$ cat src/psod_pkg.sv
// ----------------------------------------------------------------------------
// psod_pkg - shared types and constants for the PDF string object decoder
// Request and result structs, decoder state, character codes and classifiers.
// ----------------------------------------------------------------------------
`default_nettype none

package psod_pkg;

    typedef struct packed {
        logic       kind;
        logic [7:0] data_byte;
    } psod_item_t;

    typedef struct packed {
        logic [7:0] out_byte;
        logic       byte_valid;
        logic       object_done;
        logic [1:0] object_kind;
        logic       unterminated;
        logic       last;
    } psod_result_t;

    localparam logic [2:0] MODE_IDLE = 3'd0;
    localparam logic [2:0] MODE_LT   = 3'd1;
    localparam logic [2:0] MODE_HEX  = 3'd2;
    localparam logic [2:0] MODE_LIT  = 3'd3;
    localparam logic [2:0] MODE_SKIP = 3'd4;

    localparam logic [1:0] KIND_SKIP = 2'd0;
    localparam logic [1:0] KIND_HEX  = 2'd1;
    localparam logic [1:0] KIND_LIT  = 2'd2;
    localparam logic [1:0] KIND_DICT = 2'd3;

    localparam logic ITEM_DATA = 1'b0;
    localparam logic ITEM_END  = 1'b1;

    typedef struct packed {
        logic [2:0] mode;
        logic       escape_pending;
        logic       cr_continuation;
        logic [7:0] octal_value;
        logic [1:0] octal_count;
        logic [3:0] high_nibble;
        logic [1:0] nibble_flags;   // bit0 nibble pending, bit1 it was a hex digit
    } psod_state_t;

    localparam int QDEPTH = 4;

    localparam logic [7:0] CH_BS    = 8'h08;
    localparam logic [7:0] CH_HT    = 8'h09;
    localparam logic [7:0] CH_LF    = 8'h0A;
    localparam logic [7:0] CH_FF    = 8'h0C;
    localparam logic [7:0] CH_CR    = 8'h0D;
    localparam logic [7:0] CH_SP    = 8'h20;
    localparam logic [7:0] CH_LPAR  = 8'h28;
    localparam logic [7:0] CH_RPAR  = 8'h29;
    localparam logic [7:0] CH_SLASH = 8'h2F;
    localparam logic [7:0] CH_0     = 8'h30;
    localparam logic [7:0] CH_7     = 8'h37;
    localparam logic [7:0] CH_9     = 8'h39;
    localparam logic [7:0] CH_LT    = 8'h3C;
    localparam logic [7:0] CH_GT    = 8'h3E;
    localparam logic [7:0] CH_UA    = 8'h41;
    localparam logic [7:0] CH_UF    = 8'h46;
    localparam logic [7:0] CH_BSL   = 8'h5C;
    localparam logic [7:0] CH_LA    = 8'h61;
    localparam logic [7:0] CH_LB    = 8'h62;
    localparam logic [7:0] CH_LFF   = 8'h66;
    localparam logic [7:0] CH_LN    = 8'h6E;
    localparam logic [7:0] CH_LR    = 8'h72;
    localparam logic [7:0] CH_LTT   = 8'h74;

    function automatic logic is_ws(input logic [7:0] b);
        return (b == CH_SP) || (b >= CH_HT && b <= CH_CR);
    endfunction

    function automatic logic is_octal(input logic [7:0] b);
        return (b >= CH_0) && (b <= CH_7);
    endfunction

    function automatic logic is_hex(input logic [7:0] b);
        return (b >= CH_0 && b <= CH_9) || (b >= CH_LA && b <= CH_LFF)
            || (b >= CH_UA && b <= CH_UF);
    endfunction

    // letters have low nibble 1..6 in both cases
    function automatic logic [3:0] hex_val(input logic [7:0] b);
        logic [3:0] v;
        if (b <= CH_9)
            v = b[3:0];
        else
            v = b[3:0] + 4'd9;
        return v;
    endfunction

    function automatic psod_result_t mk_result(
        input logic [7:0] ob,
        input logic       bv,
        input logic       done,
        input logic [1:0] kd,
        input logic       unt
    );
        psod_result_t r;
        r.out_byte     = ob;
        r.byte_valid   = bv;
        r.object_done  = done;
        r.object_kind  = kd;
        r.unterminated = unt;
        r.last         = 1'b0;
        return r;
    endfunction

endpackage

`default_nettype wire

$ cat src/psod_decode.sv
// ----------------------------------------------------------------------------
// psod_decode - one-byte decode step
// Next state and up to two results for one request, from the current state.
// ----------------------------------------------------------------------------
`default_nettype none

module psod_decode
    import psod_pkg::*;
#(
    parameter int MAX_DEPTH = 255,
    localparam int DW = $clog2(MAX_DEPTH + 1)
) (
    input  psod_item_t   item,
    input  psod_state_t  state,
    input  logic [DW-1:0] depth,
    output psod_state_t  state_next,
    output logic [DW-1:0] depth_next,
    output logic [1:0]   push_n,
    output psod_result_t res0,
    output psod_result_t res1
);

    localparam logic [DW-1:0] DEPTH_MAX = DW'(MAX_DEPTH);
    localparam logic [DW-1:0] DEPTH_ONE = DW'(1);

    psod_state_t  st;
    logic [DW-1:0] dep;
    logic [1:0]   n;
    psod_result_t r [2];
    logic [7:0]   b;
    logic         do_hex;
    logic         do_idle;
    logic         cont;
    logic         hok;
    logic [3:0]   hv;

    always_comb
    begin
        st      = state;
        dep     = depth;
        n       = 2'd0;
        r[0]    = '0;
        r[1]    = '0;
        b       = item.data_byte;
        do_hex  = 1'b0;
        do_idle = 1'b0;
        cont    = 1'b1;
        hok     = is_hex(b);
        hv      = hex_val(b);

        if (item.kind == ITEM_END)
        begin
            unique case (st.mode)
                MODE_LT:
                begin
                    r[n[0]] = mk_result(8'h00, 1'b0, 1'b1, KIND_HEX, 1'b1);
                    n = n + 2'd1;
                end
                MODE_HEX:
                begin
                    if (st.nibble_flags == 2'b11)
                    begin
                        r[n[0]] = mk_result({st.high_nibble, 4'h0}, 1'b1, 1'b0, KIND_HEX, 1'b0);
                        n = n + 2'd1;
                    end
                    r[n[0]] = mk_result(8'h00, 1'b0, 1'b1, KIND_HEX, 1'b1);
                    n = n + 2'd1;
                end
                MODE_LIT:
                begin
                    if (st.octal_count != 2'd0)
                    begin
                        r[n[0]] = mk_result(st.octal_value, 1'b1, 1'b0, KIND_LIT, 1'b0);
                        n = n + 2'd1;
                    end
                    r[n[0]] = mk_result(8'h00, 1'b0, 1'b1, KIND_LIT, 1'b1);
                    n = n + 2'd1;
                end
                MODE_SKIP:
                begin
                    r[n[0]] = mk_result(8'h00, 1'b0, 1'b1, KIND_SKIP, 1'b1);
                    n = n + 2'd1;
                end
                default:
                begin
                end
            endcase
            st  = '0;
            dep = '0;
        end
        else
        begin
            unique case (st.mode)
                MODE_LT:
                begin
                    if (b == CH_LT)
                    begin
                        r[n[0]] = mk_result(8'h00, 1'b0, 1'b1, KIND_DICT, 1'b0);
                        n   = n + 2'd1;
                        st  = '0;
                        dep = '0;
                    end
                    else
                    begin
                        st.mode = MODE_HEX;
                        do_hex  = 1'b1;
                    end
                end
                MODE_HEX:
                    do_hex = 1'b1;
                MODE_LIT:
                begin
                    if (st.octal_count != 2'd0)
                    begin
                        if (is_octal(b))
                        begin
                            st.octal_value = {st.octal_value[4:0], b[2:0]};
                            st.octal_count = st.octal_count + 2'd1;
                            if (st.octal_count == 2'd3)
                            begin
                                r[n[0]] = mk_result(st.octal_value, 1'b1, 1'b0, KIND_LIT, 1'b0);
                                n = n + 2'd1;
                                st.octal_value = '0;
                                st.octal_count = '0;
                            end
                            cont = 1'b0;
                        end
                        else
                        begin
                            r[n[0]] = mk_result(st.octal_value, 1'b1, 1'b0, KIND_LIT, 1'b0);
                            n = n + 2'd1;
                            st.octal_value = '0;
                            st.octal_count = '0;
                        end
                    end
                    if (cont && st.cr_continuation)
                    begin
                        st.cr_continuation = 1'b0;
                        if (b == CH_LF)
                            cont = 1'b0;
                    end
                    if (cont && st.escape_pending)
                    begin
                        st.escape_pending = 1'b0;
                        cont = 1'b0;
                        unique case (b)
                            CH_LN:
                            begin
                                r[n[0]] = mk_result(CH_LF, 1'b1, 1'b0, KIND_LIT, 1'b0);
                                n = n + 2'd1;
                            end
                            CH_LR:
                            begin
                                r[n[0]] = mk_result(CH_CR, 1'b1, 1'b0, KIND_LIT, 1'b0);
                                n = n + 2'd1;
                            end
                            CH_LTT:
                            begin
                                r[n[0]] = mk_result(CH_HT, 1'b1, 1'b0, KIND_LIT, 1'b0);
                                n = n + 2'd1;
                            end
                            CH_LB:
                            begin
                                r[n[0]] = mk_result(CH_BS, 1'b1, 1'b0, KIND_LIT, 1'b0);
                                n = n + 2'd1;
                            end
                            CH_LFF:
                            begin
                                r[n[0]] = mk_result(CH_FF, 1'b1, 1'b0, KIND_LIT, 1'b0);
                                n = n + 2'd1;
                            end
                            CH_CR:
                                st.cr_continuation = 1'b1;
                            CH_LF:
                            begin
                            end
                            default:
                            begin
                                if (is_octal(b))
                                begin
                                    st.octal_value = {5'd0, b[2:0]};
                                    st.octal_count = 2'd1;
                                end
                                else
                                begin
                                    r[n[0]] = mk_result(b, 1'b1, 1'b0, KIND_LIT, 1'b0);
                                    n = n + 2'd1;
                                end
                            end
                        endcase
                    end
                    if (cont)
                    begin
                        if (b == CH_BSL)
                            st.escape_pending = 1'b1;
                        else if (b == CH_LPAR)
                        begin
                            r[n[0]] = mk_result(b, 1'b1, 1'b0, KIND_LIT, 1'b0);
                            n = n + 2'd1;
                            if (dep < DEPTH_MAX)
                                dep = dep + DEPTH_ONE;
                        end
                        else if (b == CH_RPAR)
                        begin
                            if (dep != '0)
                                dep = dep - DEPTH_ONE;
                            if (dep != '0)
                            begin
                                r[n[0]] = mk_result(b, 1'b1, 1'b0, KIND_LIT, 1'b0);
                                n = n + 2'd1;
                            end
                            else
                            begin
                                r[n[0]] = mk_result(8'h00, 1'b0, 1'b1, KIND_LIT, 1'b0);
                                n   = n + 2'd1;
                                st  = '0;
                                dep = '0;
                            end
                        end
                        else
                        begin
                            r[n[0]] = mk_result(b, 1'b1, 1'b0, KIND_LIT, 1'b0);
                            n = n + 2'd1;
                        end
                    end
                end
                MODE_SKIP:
                begin
                    if (is_ws(b) || b == CH_SLASH)
                    begin
                        r[n[0]] = mk_result(8'h00, 1'b0, 1'b1, KIND_SKIP, 1'b0);
                        n       = n + 2'd1;
                        st      = '0;
                        dep     = '0;
                        do_idle = 1'b1;
                    end
                end
                default:
                begin
                    st      = '0;
                    dep     = '0;
                    do_idle = 1'b1;
                end
            endcase

            if (do_hex)
            begin
                if (b == CH_GT)
                begin
                    if (st.nibble_flags == 2'b11)
                    begin
                        r[n[0]] = mk_result({st.high_nibble, 4'h0}, 1'b1, 1'b0, KIND_HEX, 1'b0);
                        n = n + 2'd1;
                    end
                    r[n[0]] = mk_result(8'h00, 1'b0, 1'b1, KIND_HEX, 1'b0);
                    n   = n + 2'd1;
                    st  = '0;
                    dep = '0;
                end
                else if (!is_ws(b))
                begin
                    if (!st.nibble_flags[0])
                    begin
                        st.nibble_flags = {hok, 1'b1};
                        st.high_nibble  = hok ? hv : 4'h0;
                    end
                    else
                    begin
                        if (st.nibble_flags[1] && hok)
                        begin
                            r[n[0]] = mk_result({st.high_nibble, hv}, 1'b1, 1'b0, KIND_HEX, 1'b0);
                            n = n + 2'd1;
                        end
                        st.nibble_flags = 2'b00;
                        st.high_nibble  = 4'h0;
                    end
                end
            end

            if (do_idle)
            begin
                if (b == CH_LT)
                    st.mode = MODE_LT;
                else if (b == CH_LPAR)
                begin
                    st.mode = MODE_LIT;
                    dep     = DEPTH_ONE;
                end
                else if (is_ws(b) || b == CH_SLASH)
                begin
                    r[n[0]] = mk_result(8'h00, 1'b0, 1'b1, KIND_SKIP, 1'b0);
                    n = n + 2'd1;
                end
                else
                    st.mode = MODE_SKIP;
            end
        end

        if (n == 2'd1)
            r[0].last = 1'b1;
        else if (n == 2'd2)
            r[1].last = 1'b1;

        state_next = st;
        depth_next = dep;
        push_n     = n;
        res0       = r[0];
        res1       = r[1];
    end

endmodule

`default_nettype wire

$ cat src/psod_result_queue.sv
// ----------------------------------------------------------------------------
// psod_result_queue - result buffer
// Small register queue taking up to two results a cycle, one out per cycle while result_stall is low.
// ----------------------------------------------------------------------------
`default_nettype none

module psod_result_queue
    import psod_pkg::*;
(
    input  logic         clk,
    input  logic         rst_n,
    input  logic [1:0]   push_n,
    input  psod_result_t push0,
    input  psod_result_t push1,
    output logic         room,
    output logic         result_valid,
    input  logic         result_stall,
    output psod_result_t result
);

    localparam int QPW = $clog2(QDEPTH);
    localparam int QCW = $clog2(QDEPTH + 1);

    psod_result_t    entry_reg [QDEPTH];
    logic [QPW-1:0]  wr_ptr_reg;
    logic [QPW-1:0]  wr_ptr_next;
    logic [QPW-1:0]  rd_ptr_reg;
    logic [QPW-1:0]  rd_ptr_next;
    logic [QCW-1:0]  count_reg;
    logic [QCW-1:0]  count_next;
    logic [QPW-1:0]  wr_ptr_plus1;
    logic            pop;

    assign result_valid = (count_reg != '0);
    assign result       = entry_reg[rd_ptr_reg];
    assign pop          = result_valid && !result_stall;
    // room for the worst case of two results
    assign room         = (count_reg <= QCW'(QDEPTH - 2));
    assign wr_ptr_plus1 = wr_ptr_reg + QPW'(1);

    always_comb
    begin
        wr_ptr_next = wr_ptr_reg + QPW'(push_n);
        rd_ptr_next = pop ? rd_ptr_reg + QPW'(1) : rd_ptr_reg;
        count_next  = count_reg + QCW'(push_n) - QCW'(pop);
    end

    always_ff @(posedge clk or negedge rst_n)
    begin
        if (!rst_n)
        begin
            wr_ptr_reg <= '0;
            rd_ptr_reg <= '0;
            count_reg  <= '0;
        end
        else
        begin
            wr_ptr_reg <= wr_ptr_next;
            rd_ptr_reg <= rd_ptr_next;
            count_reg  <= count_next;
        end
    end

    always_ff @(posedge clk)
    begin
        if (push_n != 2'd0)
            entry_reg[wr_ptr_reg] <= push0;
        if (push_n == 2'd2)
            entry_reg[wr_ptr_plus1] <= push1;
    end

endmodule

`default_nettype wire

$ cat src/pdf_string_object_decoder.sv
// ----------------------------------------------------------------------------
// pdf_string_object_decoder - PDF literal and hex string decoder
// Decodes a byte stream into string bytes and end-of-object marks.
// ----------------------------------------------------------------------------
//  channel  | valid        | stall        | payload
//  ---------+--------------+--------------+--------------------------------
//  request  | item_valid   | item_stall   | item   (kind, data_byte)
//  result   | result_valid | result_stall | result (out_byte .. last)
//
//  One request per cycle while item_stall is low; a request giving two results
//  uses the single result port for each of them, so that port sets the rate.
//  A taken request passes the input register, decode and the result queue
//  registers before its results are on the port.
//  Reset clears the input stage, the decoder state and the result queue.
//  item_stall rises while a held request waits for room for two results.
// ----------------------------------------------------------------------------
`default_nettype none

module pdf_string_object_decoder
    import psod_pkg::*;
#(
    parameter int MAX_DEPTH = 255
) (
    input  logic         clk,
    input  logic         rst_n,
    input  logic         item_valid,
    output logic         item_stall,
    input  psod_item_t   item,
    output logic         result_valid,
    input  logic         result_stall,
    output psod_result_t result
);

    localparam int DW = $clog2(MAX_DEPTH + 1);

    logic          stage_valid_reg;
    logic          stage_valid_next;
    psod_item_t    stage_item_reg;
    psod_state_t   state_reg;
    psod_state_t   state_next;
    psod_state_t   state_dec;
    logic [DW-1:0] depth_reg;
    logic [DW-1:0] depth_next;
    logic [DW-1:0] depth_dec;
    logic [1:0]    push_n_dec;
    logic [1:0]    push_n;
    psod_result_t  res0;
    psod_result_t  res1;
    logic          room;
    logic          fire;
    logic          accept;

    assign fire       = stage_valid_reg && room;
    assign item_stall = stage_valid_reg && !fire;
    assign accept     = item_valid && !item_stall;
    assign push_n     = fire ? push_n_dec : 2'd0;

    psod_decode #(
        .MAX_DEPTH (MAX_DEPTH)
    ) u_decode (
        .item       (stage_item_reg),
        .state      (state_reg),
        .depth      (depth_reg),
        .state_next (state_dec),
        .depth_next (depth_dec),
        .push_n     (push_n_dec),
        .res0       (res0),
        .res1       (res1)
    );

    psod_result_queue u_queue (
        .clk          (clk),
        .rst_n        (rst_n),
        .push_n       (push_n),
        .push0        (res0),
        .push1        (res1),
        .room         (room),
        .result_valid (result_valid),
        .result_stall (result_stall),
        .result       (result)
    );

    always_comb
    begin
        stage_valid_next = accept ? 1'b1 : (fire ? 1'b0 : stage_valid_reg);
        state_next       = fire ? state_dec : state_reg;
        depth_next       = fire ? depth_dec : depth_reg;
    end

    always_ff @(posedge clk or negedge rst_n)
    begin
        if (!rst_n)
        begin
            stage_valid_reg <= 1'b0;
            state_reg       <= '0;
            depth_reg       <= '0;
        end
        else
        begin
            stage_valid_reg <= stage_valid_next;
            state_reg       <= state_next;
            depth_reg       <= depth_next;
        end
    end

    always_ff @(posedge clk)
    begin
        if (accept)
            stage_item_reg <= item;
    end

    a_end_clears_state: assert property (@(posedge clk) disable iff (!rst_n)
        (fire && stage_item_reg.kind == ITEM_END)
            |=> (state_reg == '0 && depth_reg == '0))
        else $error("end of data left decoder state behind");

    a_depth_only_in_literal: assert property (@(posedge clk) disable iff (!rst_n)
        (state_reg.mode != MODE_LIT) |-> (depth_reg == '0))
        else $error("nesting depth nonzero outside a literal string");

    a_last_on_final: assert property (@(posedge clk) disable iff (!rst_n)
        (fire && push_n_dec == 2'd2) |-> (res1.last && !res0.last))
        else $error("last mark not on the final result of a request");

    a_stall_means_held: assert property (@(posedge clk) disable iff (!rst_n)
        item_stall |-> (stage_valid_reg && !room))
        else $error("request stalled without a held request");

endmodule

`default_nettype wire
$ cat config.mk
export PLATFORM = sky130hd
export DESIGN_NAME = pdf_string_object_decoder
export DESIGN_NICKNAME = d
export VERILOG_FILES = /design/src/psod_pkg.sv /design/src/psod_decode.sv /design/src/psod_result_queue.sv /design/src/pdf_string_object_decoder.sv
export SDC_FILE = /design/constraint.sdc
export NUM_CORES = 1
export LEC_CHECK = 0
export BUFFER_PORTS_ARGS = -buffer_cell sky130_fd_sc_hd__buf_4
export CORE_UTILIZATION = 63
export DETAILED_ROUTE_END_ITERATION = 10
export PLACE_DENSITY = 0.81
export SLEW_MARGIN = 5
export SYNTH_ARGS = -nofsm -noshare
export SYNTH_HDL_FRONTEND = slang
export SYNTH_SLANG_ARGS = --single-unit
$ cat constraint.sdc
create_clock -name clk -period 7.45 [get_ports clk]
set_input_delay 1.49 -clock clk [delete_from_list [all_inputs] [get_ports clk]]
set_output_delay 1.49 -clock clk [all_outputs]
set_load 0.05 [all_outputs]
==> flow_summary.toml <==
[floorplan]
initial_core_util = 0.652
floorplan.die.height_microns = 108
core_sq_um = 10900
io_pins = 29
row_count = 38
die_area_sq_um = 11700
die_w_microns = 108

[layout]
syn_to_final_growth_pct = 7.05
fillers = 805
largest_reg_flops = 56
final_area_sq_um = 7630
ff_latch_area_sq_um = 2880
fin_nets = 741
layout-drive-gt1-share = 0.138
multi_input_area_sq_um = 3970
fin_cells = 858
diodes = 0

[timing]
period_needed_ps = 5900
drv_slew = 0
period_share = 0.792
max_freq_mhz = 170
max-slew-margin-rel = 0.204
rsz0062_at_grt = "false"
fin_tns_setup_ps = 0
finalHoldViolations = 0
finalClockSkew_ps = 9.22
tightest_slew_ps = 1190
finalSetupViolCount = 0

[global_routing]
track_usage = 0.356
grt_max_degree = 38
grt_pass1_vias = 5793
grt_pass1_wl_microns = 31200
overflow = 0
antenna_found_initial = 0

[placement]
post-dp-hpwl_microns = 14700
gp_congestion = 1.03
place_inst = 842
io_buffers = 28
place_area_sq_um = 7340

[min_path]
min_from = "u_queue.count_reg[2]$_DFF_PN0_"
holdPathStages = 1
min_path_type = "reg -> reg"

[synthesis]
synth_seq_area_share = 0.404
synth_ff_type = "edfxtp_1"
yosysWarnings = 0
synth_area_leaders = "edfxtp_1 27%, dfrtp_1 13%, mux2i_1 5.8%"
syn-num-nets = 741
syn-mean-instance-area_sq_um = 10.0
synth_top_area_share = 0.274
yosys.area.top_type = "edfxtp_1"
syn_area_sq_um = 7130
synth_seq_cells = 102
synth.distinct_cells = 84
syn_inst = 713
async_flop_share = 0.363
synth_edf_count = 65

[clock_tree]
htree_levels = 3
cts-buffers-inserted = 9
cts_tree = "built"
clockBufferDepth = 2
cts_resized = 0
cts_num_sinks = 102
postCtsHoldBufs = 0
cts.reportedPaths.clkPinSlew_ps = 70
cts.root.buffer_cell = "clkbuf_16"
clk_latency_ps = 360
cts_setup_buffers = 0

[power_and_ir_drop]
power.density_nw_per_um2 = 264
vdd_ir_drop_max_mv = 0.346
leakagePower_nw = 3.03

[drt]
firstDrtPassIters = 6
vias = 5991
drt-initial-drc-count = 539
wire_per_inst_microns = 23.3
drt_wl_total_microns = 20000
vias_per_cell = 6.98
ant_nets = 0
drc = 0

[setup_path]
reg2reg_depth = 13
crit_path_start_kind = "flip-flop"
cp_slowest_cell = "nor3_2"
worstSetupPathType = "reg -> reg"
crit_fanout = 16
cp_cell_sequence = "or4b_1 > nor3_2 > nand3_2 > a2111oi_4 > and2_1 > o21ai_0 > and3b_1 > ha_1 > a21oi_1 > o31ai_1 > a311oi_4 > mux2i_1 > nor3_2"
cp.required_ps = 7420
cp_common_cell = "nor3_2"
r2r-start = "stage_item_reg[4]$_DFFE_PP_"
cp-startpoint = "stage_item_reg[4]$_DFFE_PP_"
end_kind = "flip-flop"
critPathMaxStageDelay_ps = 940
arrival_ps = 5870

[run]
cap_violations = 0

[outcome]
outcome = "complete, no violations"
-- cell type report --
class                      count  area share
multi-input combinational    547       0.520
clock buffer                  10      0.0313
clock inverter                 6     0.00672
timing repair buffer          33      0.0325
tap                          140      0.0229
inverter                      20     0.00983
sequential                   102       0.377
-- where the power goes --
group          leakage (nW)  internal [mW]  switching, mW
Clock                 0.146          0.242          0.220
Combinational          1.75          0.266          0.492
Sequential             1.13          0.675          0.122
-- worst paths after layout --
kind	endpoint	slack (ps)
worst max-delay path	u_queue.entry_reg[1][12]$_DFFE_PP_	1550
worst min-delay path	u_queue.count_reg[2]$_DFF_PN0_	500
worst max register to register	u_queue.entry_reg[1][12]$_DFFE_PP_	1550
worst min register to register	u_queue.count_reg[2]$_DFF_PN0_	500
max in group asynchronous	u_queue.count_reg[0]$_DFF_PN0_	5970
min in group asynchronous	depth_reg[2]$_DFFE_PN0P_	1100
-- worst max-delay path: cells and delay by family (launching register included) --
kind | cells | cell delay (ps)
AND/OR/NAND/NOR | 6 | 2840
flip-flops | 1 | 640
adder cells (fa/ha/maj) | 1 | 270
AO/OA/AOI/OAI | 5 | 1540
multiplexers | 1 | 210
-- kinds of logic after synthesis --
| logic type | synth area share |
|---|---|
| AOI/OAI and AO/OA | 0.192 |
| xor gates and xnor gates | 0.0172 |
| and+or+nand+nor | 0.200 |
| adders and majority gates | 0.0274 |
| buffers and inverters | 0.0425 |
| DFF | 0.404 |
| muxes | 0.118 |
-- layout by cell type, fill, tap and decap left out, drive strengths merged, types with 16 or more instances in the layout --
cell type / n
nand2: 68
edfxtp: 65
o21ai: 62
nor2: 58
mux2i: 41
dfrtp: 37
buf: 33
a21oi: 32
nand3: 30
inv: 24
a22o: 17
and3: 17
a22oi: 16
-- per-stage QoR --
stage,setup slack [ps],util,power [mW],hold WS (ps)
2_1_floorplan,1780,-,1.34,462
3_3_place_gp,1750,0.672,1.53,477
3_5_place_dp,1550,0.672,1.56,495
4_1_cts,1530,0.698,2.01,505
5_1_grt,1140,0.698,2.10,537
6_report,1550,0.698,2.02,504
-- per-layer routing --
metal / GRT usage / vias to the layer above / wire length (microns)
met4: 0.186 / 0 / 827
met3: 0.0657 / 56 / 1510
li1: - / 2716 / -
met1: 0.449 / 2904 / 8100
met5: 0 / - / 0
met2: 0.581 / 315 / 9520
-- Yosys cell counts, types with 7 or more instances --
| cell | n |
|---|---|
| o31ai_1 | 9 |
| nor2b_1 | 7 |
| dfrtp_1 | 37 |
| nand4_1 | 8 |
| nor2_1 | 57 |
| mux4_2 | 14 |
| buf_2 | 8 |
| a22o_1 | 17 |
| and2_1 | 12 |
| mux2i_1 | 41 |
| nor3_1 | 8 |
| xnor2_1 | 10 |
| o211ai_1 | 8 |
| edfxtp_1 | 65 |
| ha_1 | 14 |
| inv_1 | 19 |
| and3_1 | 16 |
| o21ai_0 | 59 |
| nand2_1 | 68 |
| clkbuf_1 | 24 |
| nand3_1 | 27 |
| a21oi_1 | 32 |
| a22oi_1 | 16 |
| a31oi_1 | 11 |
Note: power is estimated with default switching activity, not from simulation.
